File: config.mk
export PLATFORM = sky130hd
export DESIGN_NAME = stuck_motion_detector
export DESIGN_NICKNAME = d
export VERILOG_FILES = /design/src/rtl/smd_pkg.sv /design/src/rtl/stuck_motion_detector.sv
export SDC_FILE = /design/constraint.sdc
export NUM_CORES = 2
export LEC_CHECK = 0
export BUFFER_PORTS_ARGS = -buffer_cell sky130_fd_sc_hd__clkbuf_2
export CORE_MARGIN = 2
export CORE_UTILIZATION = 45
export DETAILED_ROUTE_END_ITERATION = 10
export PLACE_DENSITY = 0.58
export SLEW_MARGIN = 20
export SYNTH_ARGS = -nofsm -noshare
export SYNTH_HDL_FRONTEND = slang
export SYNTH_SLANG_ARGS = --single-unit
File: constraint.sdc
create_clock -name clock -period 33.3 [get_ports clock]
set_clock_uncertainty 0.2 [all_clocks]
set_input_delay 4.995 -clock clock [delete_from_list [all_inputs] [get_ports clock]]
set_output_delay 4.995 -clock clock [all_outputs]
set_load 0.02 [all_outputs]
File: src/rtl/smd_pkg.sv
// Shared constants for the stuck-motion detector: register map, widths and reset values.
`default_nettype none

package smd_pkg;

   // Widths of the configuration registers and result fields.
   localparam int unsigned THRESH_W   = 15;
   localparam int unsigned LIMIT_W    = 4;
   localparam int unsigned DECAY_W    = 8;
   localparam int unsigned STUCK_W    = 16;
   localparam int unsigned CSR_IDX_W  = 3;
   localparam int unsigned CSR_DATA_W = 15;

   // Register map of the configuration port.
   typedef enum logic [CSR_IDX_W-1:0] {
      CSR_LINEAR_THRESHOLD  = 3'd0,
      CSR_ANGULAR_THRESHOLD = 3'd1,
      CSR_PROGRESS_LIMIT    = 3'd2,
      CSR_SLOW_DECAY        = 3'd3,
      CSR_FAST_DECAY        = 3'd4
   } csr_index_type;

   // Reset values of the configuration registers.
   localparam logic [THRESH_W-1:0] LINEAR_THRESHOLD_RST  = 15'd410;
   localparam logic [THRESH_W-1:0] ANGULAR_THRESHOLD_RST = 15'd819;
   localparam logic [LIMIT_W-1:0]  PROGRESS_LIMIT_RST    = 4'd10;
   localparam logic [DECAY_W-1:0]  SLOW_DECAY_RST        = 8'd230;
   localparam logic [DECAY_W-1:0]  FAST_DECAY_RST        = 8'd128;

   // Item kinds on the input channel.
   localparam logic REQ_SAMPLE  = 1'b0;
   localparam logic REQ_RESTART = 1'b1;

   localparam logic [STUCK_W-1:0] STUCK_MAX = {STUCK_W{1'b1}};

endpackage

`default_nettype wire

File: src/rtl/stuck_motion_detector.sv
// Stuck-motion detector: velocity averaging and stuck/progress counting.
//
// Usage. Each word on the req_ channel is either a velocity sample
// (req_type low) carrying a signed Q4.12 linear and angular velocity, or
// a restart (req_type high) that clears both counts. Every accepted word
// produces exactly one word on the rsp_ channel holding the stuck count,
// the progress count and the not-moving flag after that word.
// rsp_valid rises once the result register loads: the word sits in the
// input register while the averages, compares and counters are worked
// out, and the result register loads when it is free or being drained.
// Throughput is one word per cycle while the receiver keeps rsp_ready
// high; the averaging multipliers and the counter update all fit
// between the input and result registers.
// When the receiver stalls, the result register holds, the input register
// fills, and req_ready falls only once both are occupied; a word is
// taken again in the same cycle in which the result is taken.
// The csr_ port writes the five configuration registers; it is always
// ready and is only meant to be written while no word is in flight.
// Reset is synchronous; it empties both registers, clears the averages
// and counts, and loads the default thresholds, limit and decay factors.
`default_nettype none

module stuck_motion_detector #(
   parameter int unsigned SAMPLE_BITS = 16
) (
   input  wire                                  clock,
   input  wire                                  reset,

   input  wire                                  req_valid,
   output logic                                 req_ready,
   input  wire                                  req_type,
   input  wire signed [SAMPLE_BITS-1:0]         req_linear_velocity,
   input  wire signed [SAMPLE_BITS-1:0]         req_angular_velocity,

   output logic                                 rsp_valid,
   input  wire                                  rsp_ready,
   output logic [smd_pkg::STUCK_W-1:0]          rsp_stuck_count,
   output logic [smd_pkg::LIMIT_W-1:0]          rsp_progress_count,
   output logic                                 rsp_not_moving,

   input  wire                                  csr_valid,
   output logic                                 csr_ready,
   input  wire [smd_pkg::CSR_IDX_W-1:0]         csr_index,
   input  wire [smd_pkg::CSR_DATA_W-1:0]        csr_wdata
);

   // Averages carry eight more fraction bits than the samples.
   localparam int unsigned AW = SAMPLE_BITS + 8;
   // Difference between an average and a scaled sample.
   localparam int unsigned DW = AW + 1;
   // Difference times the nine-bit signed decay factor.
   localparam int unsigned PW = DW + 9;
   // Comparison width, wide enough for every magnitude and scaled threshold.
   localparam int unsigned CW = SAMPLE_BITS + 26;

   localparam int unsigned TW  = smd_pkg::THRESH_W;
   localparam int unsigned LW  = smd_pkg::LIMIT_W;
   localparam int unsigned DKW = smd_pkg::DECAY_W;
   localparam int unsigned SW  = smd_pkg::STUCK_W;

   // New average = sample*256 + floor(d * (avg - sample*256) / 256).
   // This equals the convex blend of the old average and the sample.
   function automatic logic signed [AW-1:0] blend(
      input logic signed [AW-1:0]          avg,
      input logic signed [SAMPLE_BITS-1:0] smp,
      input logic [DKW-1:0]                dec
   );
      logic signed [DW-1:0] s256;
      logic signed [DW-1:0] diff;
      logic signed [PW-1:0] prod;
      logic signed [DW:0]   sum;
      s256 = {smp[SAMPLE_BITS-1], smp, 8'd0};
      diff = {avg[AW-1], avg} - s256;
      prod = diff * $signed({1'b0, dec});
      sum  = {s256[DW-1], s256} + $signed(prod[PW-1:8]);
      return sum[AW-1:0];
   endfunction

   function automatic logic [CW-1:0] mag_of(input logic signed [CW-1:0] v);
      logic [CW-1:0] neg;
      neg = -v;
      return v[CW-1] ? neg : v;
   endfunction

   // Configuration registers.
   logic [TW-1:0]  lin_thresh_ff, ang_thresh_ff;
   logic [LW-1:0]  limit_ff;
   logic [DKW-1:0] slow_decay_ff, fast_decay_ff;

   // Input register.
   logic                          in_valid_ff;
   logic                          in_type_ff;
   logic signed [SAMPLE_BITS-1:0] in_lin_ff, in_ang_ff;

   // Detector state.
   logic signed [AW-1:0] slow_lin_ff, slow_ang_ff, fast_lin_ff, fast_ang_ff;
   logic signed [AW-1:0] slow_lin_in, slow_ang_in, fast_lin_in, fast_ang_in;
   logic [LW-1:0]        moving_ff, moving_in;
   logic [SW-1:0]        stuck_ff, stuck_in;

   // Result register.
   logic                 rsp_valid_ff;
   logic [SW-1:0]        rsp_stuck_ff;
   logic [LW-1:0]        rsp_progress_ff;
   logic                 rsp_not_moving_ff;
   logic                 not_moving_in;

   logic advance;
   logic csr_write;

   assign advance   = in_valid_ff && (!rsp_valid_ff || rsp_ready);
   assign req_ready = !in_valid_ff || advance;
   assign csr_ready = 1'b1;
   assign csr_write = csr_valid && csr_ready;

   assign rsp_valid          = rsp_valid_ff;
   assign rsp_stuck_count    = rsp_stuck_ff;
   assign rsp_progress_count = rsp_progress_ff;
   assign rsp_not_moving     = rsp_not_moving_ff;

   // Configuration writes; indexes outside the map are dropped.
   always_ff @(posedge clock) begin
      if (reset) begin
         lin_thresh_ff <= smd_pkg::LINEAR_THRESHOLD_RST;
         ang_thresh_ff <= smd_pkg::ANGULAR_THRESHOLD_RST;
         limit_ff      <= smd_pkg::PROGRESS_LIMIT_RST;
         slow_decay_ff <= smd_pkg::SLOW_DECAY_RST;
         fast_decay_ff <= smd_pkg::FAST_DECAY_RST;
      end else if (csr_write) begin
         case (csr_index)
            smd_pkg::CSR_LINEAR_THRESHOLD:  lin_thresh_ff <= csr_wdata[TW-1:0];
            smd_pkg::CSR_ANGULAR_THRESHOLD: ang_thresh_ff <= csr_wdata[TW-1:0];
            smd_pkg::CSR_PROGRESS_LIMIT:    limit_ff      <= csr_wdata[LW-1:0];
            smd_pkg::CSR_SLOW_DECAY:        slow_decay_ff <= csr_wdata[DKW-1:0];
            smd_pkg::CSR_FAST_DECAY:        fast_decay_ff <= csr_wdata[DKW-1:0];
            default: begin
            end
         endcase
      end
   end

   // Input register: loads whenever it is empty or being drained.
   always_ff @(posedge clock) begin
      if (reset) begin
         in_valid_ff <= 1'b0;
      end else if (req_ready) begin
         in_valid_ff <= req_valid;
      end
   end

   always_ff @(posedge clock) begin
      if (req_ready && req_valid) begin
         in_type_ff <= req_type;
         in_lin_ff  <= req_linear_velocity;
         in_ang_ff  <= req_angular_velocity;
      end
   end

   // Update logic for the word in the input register.
   logic signed [CW-1:0] lin_x, ang_x;
   logic [CW-1:0]        lin_thr_256, ang_thr_256, lin_thr, ang_thr;
   logic [CW-1:0]        chatter_mag;
   logic signed [DW-1:0] chatter_diff;
   logic                 slow_ang_small, not_rotating, chattering;
   logic [LW:0]          moving_next;

   always_comb begin
      lin_x       = {{(CW-SAMPLE_BITS){in_lin_ff[SAMPLE_BITS-1]}}, in_lin_ff};
      ang_x       = {{(CW-SAMPLE_BITS){in_ang_ff[SAMPLE_BITS-1]}}, in_ang_ff};
      lin_thr     = {{(CW-TW){1'b0}}, lin_thresh_ff};
      ang_thr     = {{(CW-TW){1'b0}}, ang_thresh_ff};
      lin_thr_256 = {{(CW-TW-8){1'b0}}, lin_thresh_ff, 8'd0};
      ang_thr_256 = {{(CW-TW-8){1'b0}}, ang_thresh_ff, 8'd0};

      // An empty progress count restarts the averages from this sample.
      if (moving_ff == '0) begin
         slow_lin_in = {in_lin_ff, 8'd0};
         fast_lin_in = {in_lin_ff, 8'd0};
         slow_ang_in = {in_ang_ff, 8'd0};
         fast_ang_in = {in_ang_ff, 8'd0};
      end else begin
         slow_lin_in = blend(slow_lin_ff, in_lin_ff, slow_decay_ff);
         slow_ang_in = blend(slow_ang_ff, in_ang_ff, slow_decay_ff);
         fast_lin_in = blend(fast_lin_ff, in_lin_ff, fast_decay_ff);
         fast_ang_in = blend(fast_ang_ff, in_ang_ff, fast_decay_ff);
      end

      not_moving_in =
         (mag_of({{(CW-AW){slow_lin_in[AW-1]}}, slow_lin_in}) < lin_thr_256) &&
         (mag_of({{(CW-AW){fast_lin_in[AW-1]}}, fast_lin_in}) < lin_thr_256) &&
         (mag_of(lin_x) < lin_thr);

      slow_ang_small =
         mag_of({{(CW-AW){slow_ang_in[AW-1]}}, slow_ang_in}) < ang_thr_256;
      not_rotating = slow_ang_small &&
         (mag_of({{(CW-AW){fast_ang_in[AW-1]}}, fast_ang_in}) < ang_thr_256) &&
         (mag_of(ang_x) < ang_thr);
      chatter_diff = {fast_ang_in[AW-1], fast_ang_in}
                   - {in_ang_ff[SAMPLE_BITS-1], in_ang_ff, 8'd0};
      chatter_mag  = mag_of({{(CW-DW){chatter_diff[DW-1]}}, chatter_diff});
      chattering   = slow_ang_small && (chatter_mag > ang_thr_256);

      moving_next = {1'b0, moving_ff} + {{LW{1'b0}}, 1'b1};
      moving_in   = moving_ff;
      stuck_in    = stuck_ff;

      if (in_type_ff == smd_pkg::REQ_RESTART) begin
         // Restart keeps the averages and clears both counts.
         slow_lin_in   = slow_lin_ff;
         slow_ang_in   = slow_ang_ff;
         fast_lin_in   = fast_lin_ff;
         fast_ang_in   = fast_ang_ff;
         not_moving_in = 1'b0;
         moving_in     = '0;
         stuck_in      = '0;
      end else if (not_moving_in) begin
         if ((not_rotating || chattering) && stuck_ff != smd_pkg::STUCK_MAX) begin
            stuck_in = stuck_ff + {{(SW-1){1'b0}}, 1'b1};
         end
      end else if (moving_next > {1'b0, limit_ff}) begin
         // Enough progress: clamp at the limit and forget stuck evidence.
         moving_in = limit_ff;
         stuck_in  = '0;
      end else begin
         moving_in = moving_next[LW-1:0];
      end
   end

   always_ff @(posedge clock) begin
      if (reset) begin
         slow_lin_ff <= '0;
         slow_ang_ff <= '0;
         fast_lin_ff <= '0;
         fast_ang_ff <= '0;
         moving_ff   <= '0;
         stuck_ff    <= '0;
      end else if (advance) begin
         slow_lin_ff <= slow_lin_in;
         slow_ang_ff <= slow_ang_in;
         fast_lin_ff <= fast_lin_in;
         fast_ang_ff <= fast_ang_in;
         moving_ff   <= moving_in;
         stuck_ff    <= stuck_in;
      end
   end

   // Result register.
   always_ff @(posedge clock) begin
      if (reset) begin
         rsp_valid_ff <= 1'b0;
      end else if (advance) begin
         rsp_valid_ff <= 1'b1;
      end else if (rsp_ready) begin
         rsp_valid_ff <= 1'b0;
      end
   end

   always_ff @(posedge clock) begin
      if (advance) begin
         rsp_stuck_ff      <= stuck_in;
         rsp_progress_ff   <= moving_in;
         rsp_not_moving_ff <= not_moving_in;
      end
   end

   // The input side stalls only when both registers are occupied.
   a_ready_low_only_when_full: assert property (@(posedge clock) disable iff (reset)
      !req_ready |-> (in_valid_ff && rsp_valid_ff))
      else $error("req_ready low while a register is free");

   // A restart always reports cleared counts and a moving robot.
   a_restart_result: assert property (@(posedge clock) disable iff (reset)
      (advance && in_type_ff == smd_pkg::REQ_RESTART) |=>
         (rsp_stuck_ff == '0 && rsp_progress_ff == '0 && !rsp_not_moving_ff))
      else $error("restart did not clear the counts");

   // The stuck count only steps by one, holds, or clears.
   a_stuck_step: assert property (@(posedge clock) disable iff (reset)
      advance |=> (stuck_ff == $past(stuck_ff) || stuck_ff == '0 ||
                   stuck_ff == $past(stuck_ff) + {{(SW-1){1'b0}}, 1'b1}))
      else $error("stuck count jumped");

   // A new result appears only when a word moved through the update logic.
   a_result_from_advance: assert property (@(posedge clock) disable iff (reset)
      $rose(rsp_valid_ff) |-> $past(advance))
      else $error("result appeared without an update");

   // The progress count moves only on a word that was not stationary.
   a_progress_on_motion: assert property (@(posedge clock) disable iff (reset)
      (advance && in_type_ff == smd_pkg::REQ_SAMPLE && not_moving_in) |=>
         (moving_ff == $past(moving_ff)))
      else $error("progress count changed on a stationary sample");

endmodule

`default_nettype wire
==> results.tsv <==
metric	value	unit
Post-Syn Instances	5647	
Setup CP Type	flip-flop to flip-flop	
htree depth	1	
Clk Latency, worst-skew pair	0.65	ns
min-delay worst type	flip-flop to flip-flop	
chip width	325	um
Routed WL	136000	um
CTS buffer count	31	
mapped cell area	46400	sq um
placed cell areas	48100	sq um
IO Count	80	
Worst Hold Launch	ang_thresh_ff[10]$_SDFFE_PP0P_	
share of the clock period used by the worst path after layout	46.0	%
Initial Util	45.4	%
Avg Inst Size Synth	8.21	sq um
slowest stage cell, crit path	edfxtp_1	
maximum root-to-sink buffer count	3	
Post-synth top flop	dfxtp_1	
Inst Count DP	6942	
drt pass-1 iters	6	
final setup vio count	0	
drc violations	0	
die span in y	325	um
pin count of the biggest net entering global routing	83	
CP arrival	15.50	ns
Tightest Pin Transition	1.13	ns
#FFs+latches synth	222	
PnR worst setup slack	17.98	ns
Setup Buffers After CTS	0	
Worst slew margin	23.9	%
post-cts repair resize count	0	
Routed WL per cell	19.4	um
Max Cap Viol	0	
Clock transition at path regs	0.07	ns
number of antenna violations at the first check in global routing	1	
CP required	33.48	ns
syn_nets	6798	
Post-synth ARST share	0	%
clock tree from TritonCTS	yes	
FF-to-FF Start	in_ang_ff[1]$_DFFE_PP_	
EDFF count, synth	54	
die area	106000	sq um
first-pass GRT wire length	221000	um
area delta synth->final	5.96	%
number of hold violations in the final report	0	
crit path max fanout	9	
status	finished, final reports clean	
dpl hpwl	106000	um
average via count per standard cell	5.56	
critical path endpoint category	flip-flop	
Diodes inserted	0	
max-slew violations	0	
CORE AREA	102000	sq um
pre-CTS setup slack	18.04	ns
Max stage delay on crit path	0.61	ns
GRT overflow	0	
most common cell after layout, fill and taps aside	inv_1	
max frequency	65.3	MHz
Clock Sinks	222	
Crit. Startpoint	in_ang_ff[1]$_DFFE_PP_	
final setup TNS	0	ns
final instance area	49100	sq um
sequential element share of the synthesized area	10.7	%
RSZ-0062 raised after global routing	no	
Row Count	117	
non-filler cells, final	7000	
layout cells sized above 1	4.30	%
Total GRT Usage	26.0	%
starting DRC count in detailed routing	2565	
crit path time final	15.32	ns
CP startpoint kind	flip-flop	
I/O Buffers	78	
Yosys warning count	0	
nets	6758	
cell mode on critical path	o21ai_0	
via count	38918	
most frequent cells in the layout	inv_1 (891), nand2_1 (632), fa_1 (609), ha_1 (486), and2_1 (431)	
Root Driver	clkbuf_16	
gpl congestion	0.946	
Unique masters post-synth	104	
Post-CTS Hold Buffers	0	
vias in the first global route	39179	
Antenna Nets Post-Route	0	
Yosys cell counts, types with 25 or more instances:
cell type,n,area share [%]
a211oi_1,86,1.4
a21o_1,94,1.5
a21oi_1,253,2.7
a31oi_1,46,0.62
and2_1,432,5.8
and3_1,28,0.38
buf_1,25,0.20
clkbuf_1,160,1.3
dfxtp_1,168,7.3
edfxtp_1,54,3.5
fa_1,609,26
ha_1,486,13
inv_1,891,7.2
nand2_1,633,5.1
nand2b_1,59,0.80
nand3_1,76,0.82
nand4_1,48,0.65
nor2_1,345,2.8
nor2b_1,85,1.1
nor3_1,99,1.1
nor4_1,38,0.51
o21a_1,62,1.0
o21ai_0,150,1.6
or3_1,37,0.50
xnor2_1,190,3.6
xor2_1,63,1.2
kinds of logic (layout without fill, tap and decap cells):
group | Yosys count | in the layout | synth area share (%)
mux | 23 | 23 | 0.499
flops | 222 | 222 | 10.7
xor+xnor | 259 | 259 | 5.06
fa+ha+maj | 1095 | 1095 | 39.4
buf+inv | 1089 | 1074 | 8.85
compound gates | 962 | 962 | 13.8
other cells | 1 | 1 | 0.00809
simple gates | 1996 | 1996 | 21.7
routing by layer:
layer / GRT usage [%] / vias up / wire [um]
met5: 0 / - / 0
met1: 36.7 / 19266 / 62600
met3: 2.81 / 171 / 7180
met2: 42.6 / 1019 / 62700
li1: - / 18462 / -
met4: 5.97 / 0 / 3400
registers in the layout, summed over array words and instances, names as in the netlist, 15 cells and up:
name	count
ang_thresh_ff	15
in_ang_ff	16
in_lin_ff	16
fast_lin_ff	24
slow_ang_ff	24
fast_ang_ff	24
slow_lin_ff	24
rsp_stuck_count	16
lin_thresh_ff	15
stuck_ff	16
layout make-up:
cell class | count | area [sq um]
Fill cell | 10074 | 52900
Timing Repair Buffer | 123 | 734
Multi-Input combinational cell | 4336 | 37300
Inverter | 893 | 3350
Sequential cell | 222 | 4990
Tap cell | 1368 | 1710
Clock buffer | 32 | 779
Clock inverter | 26 | 249
worst max-delay path: cells and delay by family (launching register included):
family	cells	cell delay (ns)
buf+inv	5	0.60
simple gates	12	2.58
fa+ha+maj	9	3.43
flops	1	0.61
xor+xnor	3	0.49
mux	1	0.10
compound gates	31	7.08
worst paths after layout:
kind / cells after the start / to / slack [ns]
setup reg to reg: 61 / rsp_stuck_count[5]$_DFFE_PP_ / 17.98
hold reg to reg: 2 / ang_thresh_ff[10]$_SDFFE_PP0P_ / 0.26
setup / recovery: 61 / rsp_stuck_count[5]$_DFFE_PP_ / 17.98
hold / removal: 2 / ang_thresh_ff[10]$_SDFFE_PP0P_ / 0.26
through the flow:
step                      hold WS [ns]  util [%]
after floorplan                  0.234         -
after global placement           0.243      47.1
after detailed placement         0.246      47.1
after CTS                        0.256      48.2
after global routing             0.269      48.2
final                            0.258      48.2
Power is not shown: default switching activity piles up to over one toggle a cycle in this logic, so the estimate is an artifact.
